`src/bps_pkg.sv`:
```
// Shared types, constants and arithmetic helpers for the beacon PID steering core.
`default_nettype none

package bps_pkg;

  // Reading width; left and right readings use this many bits.
  localparam int READING_BITS = 10;

  // Configuration port.
  localparam int CFG_IDX_BITS  = 3;
  localparam int CFG_DATA_BITS = 20;

  localparam logic [CFG_IDX_BITS-1:0] REG_PROP_GAIN   = 3'd0;
  localparam logic [CFG_IDX_BITS-1:0] REG_INTEG_GAIN  = 3'd1;
  localparam logic [CFG_IDX_BITS-1:0] REG_DERIV_GAIN  = 3'd2;
  localparam logic [CFG_IDX_BITS-1:0] REG_FRONT_MIN   = 3'd3;
  localparam logic [CFG_IDX_BITS-1:0] REG_REAR_MIN    = 3'd4;
  localparam logic [CFG_IDX_BITS-1:0] REG_INTEG_LIMIT = 3'd5;

  localparam logic signed [15:0] PROP_GAIN_RST   = 16'sd256;
  localparam logic [READING_BITS-1:0] MIN_LEVEL_RST = READING_BITS'(50);
  localparam logic [19:0]        INTEG_LIMIT_RST = 20'd100000;

  // Full-scale error when the beacon is lost.
  localparam logic signed [7:0] ERR_FULL = 8'sd100;

  // Shared multiplier: 17-bit signed by 22-bit signed.
  localparam int MUL_A_BITS = 17;
  localparam int MUL_B_BITS = 22;
  localparam int PROD_BITS  = MUL_A_BITS + MUL_B_BITS;

  localparam logic [2:0] MUL_DIFF = 3'd0;  // 100 * (right - left)
  localparam logic [2:0] MUL_STEP = 3'd1;  // error * time step
  localparam logic [2:0] MUL_P    = 3'd2;  // prop gain * error
  localparam logic [2:0] MUL_I    = 3'd3;  // integ gain * integral
  localparam logic [2:0] MUL_D    = 3'd4;  // deriv gain * error change

  // Shared restoring divider.
  localparam int DIV_BITS     = 24;
  localparam int DIV_CNT_BITS = $clog2(DIV_BITS);

  localparam logic DIV_ERR = 1'b0;  // |100*(r-l)| / (r+l)
  localparam logic DIV_D   = 1'b1;  // |deriv product| / (256*step)

  // Integral register width: holds +-(2^20-1).
  localparam int INTEG_BITS = 21;
  localparam int ACC_BITS   = 26;

  localparam int SAT_IN_BITS = 31;

  typedef struct packed {
    logic signed [15:0]      prop_gain;
    logic signed [15:0]      integ_gain;
    logic signed [15:0]      deriv_gain;
    logic [READING_BITS-1:0] front_min_level;
    logic [READING_BITS-1:0] rear_min_level;
    logic [19:0]             integral_limit;
  } cfg_t;

  typedef struct packed {
    logic       load_in;
    logic       mul_en;
    logic [2:0] mul_sel;
    logic       div_start;
    logic       div_sel;
    logic       err_special;
    logic       err_from_div;
    logic       integ_upd;
    logic       p_load;
    logic       i_load;
    logic       d_load;
    logic       d_zero;
    logic       out_load;
  } cmd_t;

  typedef struct packed {
    logic special;
    logic step_zero;
    logic div_done;
    logic out_free;
  } sts_t;

  // Saturate to int16.
  function automatic logic signed [15:0] sat16(input logic signed [SAT_IN_BITS-1:0] v);
    logic signed [15:0] r;
    if (v > 31'sd32767) r = 16'sh7FFF;
    else if (v < -31'sd32768) r = 16'sh8000;
    else r = v[15:0];
    return r;
  endfunction

  // Divide by 256, truncating toward zero.
  function automatic logic signed [SAT_IN_BITS-1:0] trunc_q8(
    input logic signed [PROD_BITS-1:0] x
  );
    logic signed [PROD_BITS-1:0] t;
    t = x + (x[PROD_BITS-1] ? 39'sd255 : 39'sd0);
    return t[PROD_BITS-1:8];
  endfunction

endpackage

`default_nettype wire

```
`src/bps_divider.sv`:
```
// Iterative restoring divider, one quotient bit per cycle.
`default_nettype none

module bps_divider (
  input  wire logic                          clk,
  input  wire logic                          rst,
  input  wire logic                          start,
  input  wire logic [bps_pkg::DIV_BITS-1:0]  dividend,
  input  wire logic [bps_pkg::DIV_BITS-1:0]  divisor,
  output logic                               done,
  output logic [bps_pkg::DIV_BITS-1:0]       quotient
);

  localparam logic [bps_pkg::DIV_CNT_BITS-1:0] LAST_CNT =
    bps_pkg::DIV_CNT_BITS'(bps_pkg::DIV_BITS - 1);

  logic                               busy;
  logic [bps_pkg::DIV_CNT_BITS-1:0]   cnt;
  logic [bps_pkg::DIV_BITS-1:0]       rem;
  logic [bps_pkg::DIV_BITS-1:0]       quo;
  logic [bps_pkg::DIV_BITS-1:0]       dvsr;
  logic [bps_pkg::DIV_BITS:0]         trial;
  logic [bps_pkg::DIV_BITS:0]         diff;
  logic                               fits;

  always_comb begin
    trial = {rem, quo[bps_pkg::DIV_BITS-1]};
    diff  = trial - {1'b0, dvsr};
    fits  = trial >= {1'b0, dvsr};
  end

  always_ff @(posedge clk) begin
    if (rst) begin
      busy <= 1'b0;
      done <= 1'b0;
      cnt  <= '0;
    end else begin
      done <= 1'b0;
      if (start) begin
        busy <= 1'b1;
        cnt  <= '0;
      end else if (busy) begin
        cnt <= cnt + 1'b1;
        if (cnt == LAST_CNT) begin
          busy <= 1'b0;
          done <= 1'b1;
        end
      end
    end
  end

  always_ff @(posedge clk) begin
    if (start) begin
      rem  <= '0;
      quo  <= dividend;
      dvsr <= divisor;
    end else if (busy) begin
      rem <= fits ? diff[bps_pkg::DIV_BITS-1:0] : trial[bps_pkg::DIV_BITS-1:0];
      quo <= {quo[bps_pkg::DIV_BITS-2:0], fits};
    end
  end

  assign quotient = quo;

endmodule

`default_nettype wire

```
`src/bps_datapath.sv`:
```
// Datapath: input capture, shared multiplier, divider, PID terms and output register.
`default_nettype none

module bps_datapath (
  input  wire logic                              clk,
  input  wire logic                              rst,
  input  wire bps_pkg::cfg_t                     cfg,
  input  wire bps_pkg::cmd_t                     cmd,
  output bps_pkg::sts_t                          sts,
  input  wire logic                              mode,
  input  wire logic [15:0]                       time_step,
  input  wire logic [bps_pkg::READING_BITS-1:0]  left_level,
  input  wire logic [bps_pkg::READING_BITS-1:0]  right_level,
  input  wire logic signed [15:0]                base_speed,
  output logic                                   out_valid,
  input  wire logic                              out_ready,
  output logic signed [15:0]                     left_speed,
  output logic signed [15:0]                     right_speed,
  output logic signed [7:0]                      error_pct
);

  localparam int RB = bps_pkg::READING_BITS;
  localparam int PB = bps_pkg::PROD_BITS;
  localparam int DB = bps_pkg::DIV_BITS;
  localparam int IB = bps_pkg::INTEG_BITS;
  localparam int AB = bps_pkg::ACC_BITS;

  // Captured transaction.
  logic                     mode_q;
  logic [15:0]              step_q;
  logic [RB-1:0]            left_q;
  logic [RB-1:0]            right_q;
  logic signed [15:0]       base_q;

  // Loop state.
  logic signed [7:0]        err;
  logic signed [7:0]        prev_error;
  logic signed [IB-1:0]     integral;

  logic signed [bps_pkg::MUL_A_BITS-1:0] mul_a;
  logic signed [bps_pkg::MUL_B_BITS-1:0] mul_b;
  logic signed [PB-1:0]     prod;

  logic signed [15:0]       p_term;
  logic signed [15:0]       i_term;
  logic signed [15:0]       d_term;

  logic [RB-1:0]            thresh;
  logic                     lost;
  logic [RB:0]              level_sum;
  logic signed [RB:0]       level_diff;
  logic signed [8:0]        err_delta;
  logic signed [7:0]        err_special;

  logic [PB-1:0]            prod_abs;
  logic [DB-1:0]            div_dividend;
  logic [DB-1:0]            div_divisor;
  logic                     div_done;
  logic [DB-1:0]            div_quo;
  logic                     div_neg;
  logic signed [DB:0]       d_signed;

  logic signed [AB-1:0]     acc;
  logic signed [AB-1:0]     lim;
  logic signed [AB-1:0]     acc_clamped;

  logic signed [17:0]       adj;
  logic signed [18:0]       speed_plus;
  logic signed [18:0]       speed_minus;
  logic signed [15:0]       sat_plus;
  logic signed [15:0]       sat_minus;

  // Lost-signal and degenerate-sum detection.
  always_comb begin
    thresh      = mode_q ? cfg.front_min_level : cfg.rear_min_level;
    lost        = (left_q < thresh) && (right_q < thresh);
    level_sum   = {1'b0, left_q} + {1'b0, right_q};
    level_diff  = $signed({1'b0, right_q}) - $signed({1'b0, left_q});
    err_delta   = {err[7], err} - {prev_error[7], prev_error};
    if (lost) begin
      err_special = (!prev_error[7] && (prev_error != 8'sd0)) ? bps_pkg::ERR_FULL
                                                              : -bps_pkg::ERR_FULL;
    end else begin
      err_special = 8'sd0;
    end
  end

  assign sts.special   = lost || (level_sum == '0);
  assign sts.step_zero = (step_q == 16'd0);
  assign sts.div_done  = div_done;
  assign sts.out_free  = !out_valid || out_ready;

  // Multiplier operand select.
  always_comb begin
    case (cmd.mul_sel)
      bps_pkg::MUL_DIFF: begin
        mul_a = 17'sd100;
        mul_b = {{(bps_pkg::MUL_B_BITS - RB - 1){level_diff[RB]}}, level_diff};
      end
      bps_pkg::MUL_STEP: begin
        mul_a = {1'b0, step_q};
        mul_b = {{(bps_pkg::MUL_B_BITS - 8){err[7]}}, err};
      end
      bps_pkg::MUL_P: begin
        mul_a = {cfg.prop_gain[15], cfg.prop_gain};
        mul_b = {{(bps_pkg::MUL_B_BITS - 8){err[7]}}, err};
      end
      bps_pkg::MUL_I: begin
        mul_a = {cfg.integ_gain[15], cfg.integ_gain};
        mul_b = {{(bps_pkg::MUL_B_BITS - IB){integral[IB-1]}}, integral};
      end
      bps_pkg::MUL_D: begin
        mul_a = {cfg.deriv_gain[15], cfg.deriv_gain};
        mul_b = {{(bps_pkg::MUL_B_BITS - 9){err_delta[8]}}, err_delta};
      end
      default: begin
        mul_a = '0;
        mul_b = '0;
      end
    endcase
  end

  always_ff @(posedge clk) begin
    if (cmd.mul_en) prod <= mul_a * mul_b;
  end

  // Divider operands: magnitude of the product over the selected divisor.
  always_comb begin
    prod_abs     = prod[PB-1] ? -prod : prod;
    div_dividend = prod_abs[DB-1:0];
    div_divisor  = (cmd.div_sel == bps_pkg::DIV_ERR) ? {{(DB - RB - 1){1'b0}}, level_sum}
                                                     : {step_q, 8'd0};
    d_signed     = div_neg ? -$signed({1'b0, div_quo}) : $signed({1'b0, div_quo});
  end

  always_ff @(posedge clk) begin
    if (cmd.div_start) div_neg <= prod[PB-1];
  end

  bps_divider u_div (
    .clk      (clk),
    .rst      (rst),
    .start    (cmd.div_start),
    .dividend (div_dividend),
    .divisor  (div_divisor),
    .done     (div_done),
    .quotient (div_quo)
  );

  // Integral accumulate and clamp.
  always_comb begin
    acc = {{(AB - IB){integral[IB-1]}}, integral} + prod[AB-1:0];
    lim = {{(AB - 20){1'b0}}, cfg.integral_limit};
    if (acc > lim) acc_clamped = lim;
    else if (acc < -lim) acc_clamped = -lim;
    else acc_clamped = acc;
  end

  // Adjustment and motor speeds.
  always_comb begin
    adj = {{2{p_term[15]}}, p_term} + {{2{i_term[15]}}, i_term}
        + {{2{d_term[15]}}, d_term};
    speed_plus  = {{3{base_q[15]}}, base_q} + {adj[17], adj};
    speed_minus = {{3{base_q[15]}}, base_q} - {adj[17], adj};
    sat_plus    = bps_pkg::sat16({{12{speed_plus[18]}}, speed_plus});
    sat_minus   = bps_pkg::sat16({{12{speed_minus[18]}}, speed_minus});
  end

  // Transaction capture and term registers.
  always_ff @(posedge clk) begin
    if (cmd.load_in) begin
      mode_q  <= mode;
      step_q  <= time_step;
      left_q  <= left_level;
      right_q <= right_level;
      base_q  <= base_speed;
    end
    if (cmd.err_special) err <= err_special;
    else if (cmd.err_from_div) err <= div_neg ? -div_quo[7:0] : div_quo[7:0];
    if (cmd.p_load) p_term <= bps_pkg::sat16(bps_pkg::trunc_q8(prod));
    if (cmd.i_load) i_term <= bps_pkg::sat16(bps_pkg::trunc_q8(prod));
    if (cmd.d_zero) d_term <= 16'sd0;
    else if (cmd.d_load) d_term <= bps_pkg::sat16({{(30 - DB){d_signed[DB]}}, d_signed});
  end

  always_ff @(posedge clk) begin
    if (rst) begin
      integral   <= '0;
      prev_error <= '0;
    end else begin
      if (cmd.integ_upd) integral <= acc_clamped[IB-1:0];
      if (cmd.out_load) prev_error <= err;
    end
  end

  // Output register.
  always_ff @(posedge clk) begin
    if (rst) begin
      out_valid <= 1'b0;
    end else if (cmd.out_load) begin
      out_valid <= 1'b1;
    end else if (out_ready) begin
      out_valid <= 1'b0;
    end
  end

  always_ff @(posedge clk) begin
    if (cmd.out_load) begin
      left_speed  <= mode_q ? sat_plus : sat_minus;
      right_speed <= mode_q ? sat_minus : sat_plus;
      error_pct   <= err;
    end
  end

endmodule

`default_nettype wire

```
`src/bps_controller.sv`:
```
// Sequencer: steps one transaction through the shared multiplier and divider.
`default_nettype none

module bps_controller (
  input  wire logic           clk,
  input  wire logic           rst,
  input  wire logic           in_valid,
  output logic                in_ready,
  input  wire bps_pkg::sts_t  sts,
  output bps_pkg::cmd_t       cmd
);

  localparam logic [3:0] S_IDLE  = 4'd0;
  localparam logic [3:0] S_DIFF  = 4'd1;
  localparam logic [3:0] S_EDIV  = 4'd2;
  localparam logic [3:0] S_EWAIT = 4'd3;
  localparam logic [3:0] S_ISTEP = 4'd4;
  localparam logic [3:0] S_IACC  = 4'd5;
  localparam logic [3:0] S_PTERM = 4'd6;
  localparam logic [3:0] S_ITERM = 4'd7;
  localparam logic [3:0] S_DDIV  = 4'd8;
  localparam logic [3:0] S_DWAIT = 4'd9;
  localparam logic [3:0] S_OUT   = 4'd10;

  logic [3:0] state;
  logic [3:0] state_next;

  always_comb begin
    cmd        = '0;
    cmd.mul_sel = bps_pkg::MUL_DIFF;
    cmd.div_sel = bps_pkg::DIV_ERR;
    in_ready   = 1'b0;
    state_next = state;
    unique case (state)
      S_IDLE: begin
        in_ready    = 1'b1;
        cmd.load_in = in_valid;
        if (in_valid) state_next = S_DIFF;
      end
      S_DIFF: begin
        if (sts.special) begin
          cmd.err_special = 1'b1;
          state_next      = S_ISTEP;
        end else begin
          cmd.mul_en  = 1'b1;
          cmd.mul_sel = bps_pkg::MUL_DIFF;
          state_next  = S_EDIV;
        end
      end
      S_EDIV: begin
        cmd.div_start = 1'b1;
        cmd.div_sel   = bps_pkg::DIV_ERR;
        state_next    = S_EWAIT;
      end
      S_EWAIT: begin
        cmd.div_sel = bps_pkg::DIV_ERR;
        if (sts.div_done) begin
          cmd.err_from_div = 1'b1;
          state_next       = S_ISTEP;
        end
      end
      S_ISTEP: begin
        cmd.mul_en  = 1'b1;
        cmd.mul_sel = bps_pkg::MUL_STEP;
        state_next  = S_IACC;
      end
      S_IACC: begin
        cmd.integ_upd = 1'b1;
        cmd.mul_en    = 1'b1;
        cmd.mul_sel   = bps_pkg::MUL_P;
        state_next    = S_PTERM;
      end
      S_PTERM: begin
        cmd.p_load  = 1'b1;
        cmd.mul_en  = 1'b1;
        cmd.mul_sel = bps_pkg::MUL_I;
        state_next  = S_ITERM;
      end
      S_ITERM: begin
        cmd.i_load  = 1'b1;
        cmd.mul_en  = 1'b1;
        cmd.mul_sel = bps_pkg::MUL_D;
        if (sts.step_zero) begin
          cmd.d_zero = 1'b1;
          state_next = S_OUT;
        end else begin
          state_next = S_DDIV;
        end
      end
      S_DDIV: begin
        cmd.div_start = 1'b1;
        cmd.div_sel   = bps_pkg::DIV_D;
        state_next    = S_DWAIT;
      end
      S_DWAIT: begin
        cmd.div_sel = bps_pkg::DIV_D;
        if (sts.div_done) begin
          cmd.d_load = 1'b1;
          state_next = S_OUT;
        end
      end
      S_OUT: begin
        if (sts.out_free) begin
          cmd.out_load = 1'b1;
          state_next   = S_IDLE;
        end
      end
      default: state_next = S_IDLE;
    endcase
  end

  always_ff @(posedge clk) begin
    if (rst) state <= S_IDLE;
    else state <= state_next;
  end

endmodule

`default_nettype wire

```
`src/beacon_pid_steering_core.sv`:
```
// Top level: PID steering from a beacon sensor pair, configuration registers.
// Skipping the error division (lost signal or zero reading sum) or the D division
//   (zero time step) shortens the path from input acceptance to out_valid.
// Transactions are taken one at a time, only in idle, as they share the single
//   17x22 multiplier and the restoring divider, used up to twice per transaction.
// Reset (rst, synchronous, active high): registers take their documented reset values,
//   integral and previous error clear, the output register empties.
`default_nettype none

module beacon_pid_steering_core (
  input  wire logic                                  clk,
  input  wire logic                                  rst,
  // Configuration write port.
  input  wire logic                                  cfg_wr_en,
  input  wire logic [bps_pkg::CFG_IDX_BITS-1:0]      cfg_index,
  input  wire logic [bps_pkg::CFG_DATA_BITS-1:0]     cfg_wdata,
  // Input channel.
  input  wire logic                                  in_valid,
  output logic                                       in_ready,
  input  wire logic                                  mode,
  input  wire logic [15:0]                           time_step,
  input  wire logic [bps_pkg::READING_BITS-1:0]      left_level,
  input  wire logic [bps_pkg::READING_BITS-1:0]      right_level,
  input  wire logic signed [15:0]                    base_speed,
  // Output channel.
  output logic                                       out_valid,
  input  wire logic                                  out_ready,
  output logic signed [15:0]                         left_speed,
  output logic signed [15:0]                         right_speed,
  output logic signed [7:0]                          error_pct
);

  bps_pkg::cfg_t cfg;
  bps_pkg::cmd_t cmd;
  bps_pkg::sts_t sts;

  // Configuration registers. The user must make writes only while the core is idle;
  // not enforced by the block; datapath reads them unshadowed. Unknown indexes dropped.
  always_ff @(posedge clk) begin
    if (rst) begin
      cfg.prop_gain       <= bps_pkg::PROP_GAIN_RST;
      cfg.integ_gain      <= 16'sd0;
      cfg.deriv_gain      <= 16'sd0;
      cfg.front_min_level <= bps_pkg::MIN_LEVEL_RST;
      cfg.rear_min_level  <= bps_pkg::MIN_LEVEL_RST;
      cfg.integral_limit  <= bps_pkg::INTEG_LIMIT_RST;
    end else if (cfg_wr_en) begin
      unique case (cfg_index)
        bps_pkg::REG_PROP_GAIN:   cfg.prop_gain       <= cfg_wdata[15:0];
        bps_pkg::REG_INTEG_GAIN:  cfg.integ_gain      <= cfg_wdata[15:0];
        bps_pkg::REG_DERIV_GAIN:  cfg.deriv_gain      <= cfg_wdata[15:0];
        bps_pkg::REG_FRONT_MIN:   cfg.front_min_level <= cfg_wdata[bps_pkg::READING_BITS-1:0];
        bps_pkg::REG_REAR_MIN:    cfg.rear_min_level  <= cfg_wdata[bps_pkg::READING_BITS-1:0];
        bps_pkg::REG_INTEG_LIMIT: cfg.integral_limit  <= cfg_wdata[19:0];
        default: ;
      endcase
    end
  end

  // Sequencer: accepts a transaction in idle, then walks error, integral,
  // P, I and D terms; waits in the last state until the output register frees.
  bps_controller u_ctrl (
    .clk      (clk),
    .rst      (rst),
    .in_valid (in_valid),
    .in_ready (in_ready),
    .sts      (sts),
    .cmd      (cmd)
  );

  // Datapath: holds the captured transaction, loop state, shared arithmetic and
  // the output register, so the next transaction may start while a result waits.
  bps_datapath u_dp (
    .clk         (clk),
    .rst         (rst),
    .cfg         (cfg),
    .cmd         (cmd),
    .sts         (sts),
    .mode        (mode),
    .time_step   (time_step),
    .left_level  (left_level),
    .right_level (right_level),
    .base_speed  (base_speed),
    .out_valid   (out_valid),
    .out_ready   (out_ready),
    .left_speed  (left_speed),
    .right_speed (right_speed),
    .error_pct   (error_pct)
  );

endmodule

`default_nettype wire

```
`config.mk`:
```
export PLATFORM = sky130hd
export DESIGN_NAME = beacon_pid_steering_core
export DESIGN_NICKNAME = d
export VERILOG_FILES = /design/src/bps_pkg.sv /design/src/bps_divider.sv /design/src/bps_datapath.sv /design/src/bps_controller.sv /design/src/beacon_pid_steering_core.sv
export SDC_FILE = /design/constraint.sdc
export NUM_CORES = 2
export LEC_CHECK = 0
export BUFFER_PORTS_ARGS = -buffer_cell sky130_fd_sc_hd__buf_2
export CAP_MARGIN = 10
export CORE_MARGIN = 2
export CORE_UTILIZATION = 55
export DETAILED_ROUTE_END_ITERATION = 7
export GPL_TIMING_DRIVEN = 0
export PLACE_DENSITY = 0.72
export SLEW_MARGIN = 15
export SYNTH_ARGS = -nofsm -noshare
export SYNTH_HDL_FRONTEND = slang
export SYNTH_SLANG_ARGS = --single-unit
```
`constraint.sdc`:
```
create_clock -name clk -period 23.2 [get_ports clk]
set_clock_uncertainty 0.1 [all_clocks]
set_input_delay 2.32 -clock clk [delete_from_list [all_inputs] [get_ports clk]]
set_output_delay 2.32 -clock clk [all_outputs]
set_load 0.02 [all_outputs]
```
==> summary.txt <==
Outcome
  – Status: completed

Detailed routing
  – Final ANT Viol Nets: 0
  – 1st-iter DRT viols: 2919
  – Vias: 32430
  – Routed len/inst: 21.24 um
  – DRC: 0
  – Vias per std cell: 5.920
  – 1st-pass router iterations: 6
  – Overall routed net length: 116300 um

Floorplan
  – Initial Util: 55.30%
  – Die Y: 268.7 um
  – Row cnt: 97
  – Die ar.: 72180 um2
  – Core Area: 69660 um2
  – Die W: 268.7 um
  – IO Count: 123

Place
  – Post-DP HPWL: 94150 um
  – IO Port Bufs: 122
  – Final GP Congestion: 1.024
  – DP Worst Slack: 12.81 ns
  – Instance area at placement: 40410 um2

Clocking
  – Reg clk slew, reported paths: 0.06 ns
  – Post-CTS Setup Bufs: 0
  – CTS tree: built
  – H-Tree Depth: 2
  – Clock sink count: 390
  – CTS Hold Bufs: 0
  – Worst-Skew Late Latency: 0.60 ns
  – Post-cts sizing count: 0
  – TritonCTS Buffers: 45
  – Clk root buf: clkbuf_16
  – Clock Path Buffers: 3

STA
  – Peak Freq: 94.43 MHz
  – Max_slew headroom: 17.03%
  – Final Hold Violating Endpoints: 0
  – Final WS setup: 12.61 ns
  – Worst Max-Slew Pin Slew: 1.245 ns
  – Total negative slack: 0 ns
  – RSZ-0062 raised after global routing: false
  – Crit path time final: 10.59 ns
  – Period Utilization, post-route: 45.65%
  – Final Slew Violations: 0
  – Final setup violation count: 0
  – Min Hold Slack: 0.3554 ns

Critical path
  – Worst reg-to-reg path cell count: 29
  – FF-to-FF End: u_dp.prod[38]$_DFFE_PP_
  – Worst reg2reg startpoint: u_ctrl.state[0]$_SDFFE_PP0P_
  – Most common cell on crit path: fa_1
  – CP max stage delay: 0.82 ns
  – Worst setup EP type: flip-flop
  – Setup slack, reg-to-reg: 12.61 ns
  – CP max FO: 10
  – WS Path Type: reg2reg
  – Worst EP required: 23.41 ns
  – Crit-path slowest cell: buf_1
  – CP arrival: 10.80 ns
  – Startpoint class of the critical path: flip-flop

Layout
  – Synthesis-to-layout area growth: 8.870%
  – Layout net count: 5264
  – Area occupied by multi-input gates: 25660 um2
  – Reg area: 10020 um2
  – # fillers: 6204
  – Cell area after layout: 41940 um2
  – Share of cells above drive strength 1: 5.886%

Synth
  – Number of flops mapped to enable cells by yosys: 221
  – Main synth FF type: edfxtp_1
  – Post-synthesis cell area: 38520 um2
  – Flops & latches, synth: 390
  – Mapped Nets: 5091
  – Yosys Warn Count: 0
  – Syn_area_per_cell: 8.903 um2
  – Register area share after synthesis: 26.01%
  – Ys async rst share: 0%
  – Synth unique cells: 85
  – Post-Syn Instances: 4327

Run
  – Max_cap viols: 0

Worst hold path
  – Hold WC Path Type: reg2reg
  – Min-delay src: cfg[86]$_SDFFE_PP0P_
  – Hold Path Cell Cnt: 2
  – End of the worst hold path: cfg[86]$_SDFFE_PP0P_

GRT
  – Initial antenna violation count: 5
  – First-pass GRT wire length: 178900 um
  – GR Overflow Total: 0
  – Largest net degree at the start of global routing: 54
  – GRT Total Usage: 32.57%
  – Number of global-route vias before repair: 31410

Pwr
  – Worst vdd ir: 0.0002132 V
  – Power Density: 161.2 nW/um2
  – Leakage Power: 18.65 nW
## cell type report
type / instances / share of cell area (%)
Clock buffer: 65 / 3.183
Buffer: 194 / 1.823
Inverter: 563 / 5.042
Timing Repair Buffer: 126 / 1.635
Antenna cell: 1 / 0.005967
Multi-Input combinational cell: 3180 / 61.18
Clock inverter: 18 / 0.4356
Sequential cell: 390 / 23.89
Tap cell: 940 / 2.804
## Yosys cell counts (all sizes together), types with 9 or more instances
library cell  number  share of area, %
inv              560               5.5
mux2i             47               1.2
o31ai             33              0.64
a21o              65               1.3
ha               298               9.7
buf               17              0.22
o211ai            28              0.55
xnor2            122               2.8
nor3b             11              0.21
nand4             27              0.44
and3              48              0.78
nor3              62              0.81
a21oi            292               3.8
and2              27              0.44
xor2              74               1.7
a31oi             21              0.34
nor4              23              0.37
edfxtp           221                17
o21bai            29              0.57
o22ai             19              0.31
nor2b             29              0.47
nand2            518               5.0
a22oi             36              0.70
o21ai            181               2.4
nand3            106               1.4
or3               24              0.41
a2111oi           12              0.31
nor2             392               3.8
a211oi            28              0.55
mux4              12              0.70
dfxtp            169               8.8
a31o               9              0.20
a21boi             9              0.18
o21a              30              0.58
nand2b            35              0.57
clkbuf           177               1.8
or4                9              0.19
nand3b             9              0.18
or2               14              0.23
fa               385                20
## logic make-up (layout without fill, tap and decap cells)
kind of cell	Yosys count	count (layout)	synth area share (%)
AND/OR/NAND/NOR	1355	1355	15.83
AO/OA/AOI/OAI	880	880	14.42
buffers and inverters	757	966	7.464
adder cells (fa/ha/maj)	683	683	29.69
flip-flops	390	390	26.01
XOR/XNOR	196	196	4.456
multiplexers	66	66	2.127
other	0	1	0
## flip-flops by register name, summed over array words and instances (netlist names), 21 cells and up
| register | count |
|---|---|
| cfg | 88 |
| u_dp.prod | 39 |
| u_dp.u_div.dvsr | 24 |
| u_dp.u_div.quotient | 24 |
| u_dp.u_div.rem | 24 |
| u_dp.integral | 21 |
## layout by cell type, fill, tap and decap left out, types with 61 or more instances in the layout
cell / n
inv_1: 560
ha_1: 298
a21o_1: 65
dfxtp_1: 169
nor3_1: 61
edfxtp_1: 221
clkbuf_1: 184
o21ai_0: 175
nor2_1: 389
a21oi_1: 292
buf_2: 129
fa_1: 385
nand2_1: 518
xnor2_1: 122
nand3_1: 106
xor2_1: 74
## worst max-delay path by stage
| stage | startpoint | end | slack (ns) | depth (start not counted) |
|---|---|---|---|---|
| 2_1_floorplan | u_dp.right_q[0]$_DFFE_PP_ | u_dp.prod[37]$_DFFE_PP_ | 14.26 | 36 |
| 3_3_place_gp | u_ctrl.state[0]$_SDFFE_PP0P_ | u_dp.prod[38]$_DFFE_PP_ | 12.65 | 29 |
| 3_5_place_dp | u_ctrl.state[0]$_SDFFE_PP0P_ | u_dp.prod[38]$_DFFE_PP_ | 12.81 | 29 |
| 4_1_cts | u_ctrl.state[0]$_SDFFE_PP0P_ | u_dp.prod[38]$_DFFE_PP_ | 12.77 | 29 |
| 5_1_grt | u_dp.right_q[0]$_DFFE_PP_ | u_dp.prod[38]$_DFFE_PP_ | 12.14 | 36 |
| 6_report | u_ctrl.state[0]$_SDFFE_PP0P_ | u_dp.prod[38]$_DFFE_PP_ | 12.61 | 29 |
## layer usage
layer / vias to the layer above / track usage (%) / wire length, um
met5: - / 0 / 17
met3: 268 / 5.735 / 11240
li1: 14960 / - / -
met1: 15700 / 44.76 / 48270
met4: 2 / 14.83 / 5731
met2: 1505 / 50.45 / 51060
## critical path, delay by kind of cell, from the launching register on
kind	cells	cell delay, ns
buf+inv	8	3.11
fa+ha+maj	7	3.43
xor+xnor	1	0.11
simple gates	6	1.31
compound gates	6	1.67
flops	1	0.30
mux	1	0.23
## report_power, final
group | switching (mW) | internal, mW
sequential | 0.140 | 1.02
combinational | 2.97 | 1.90
clock | 0.304 | 0.426
## metrics by stage
| step | power, mW | utilization, % | cells |
|---|---|---|---|
| after floorplan | 4.705 | - | 4327 |
| after global placement | 5.860 | 57.86 | 5389 |
| after detailed placement | 5.947 | 58.01 | 5393 |
| after CTS | 6.712 | 60.19 | 5476 |
| after global routing | 7.449 | 60.20 | 5476 |
| final | 6.762 | 60.20 | 5477 |
(Power assumes the default switching activity.)
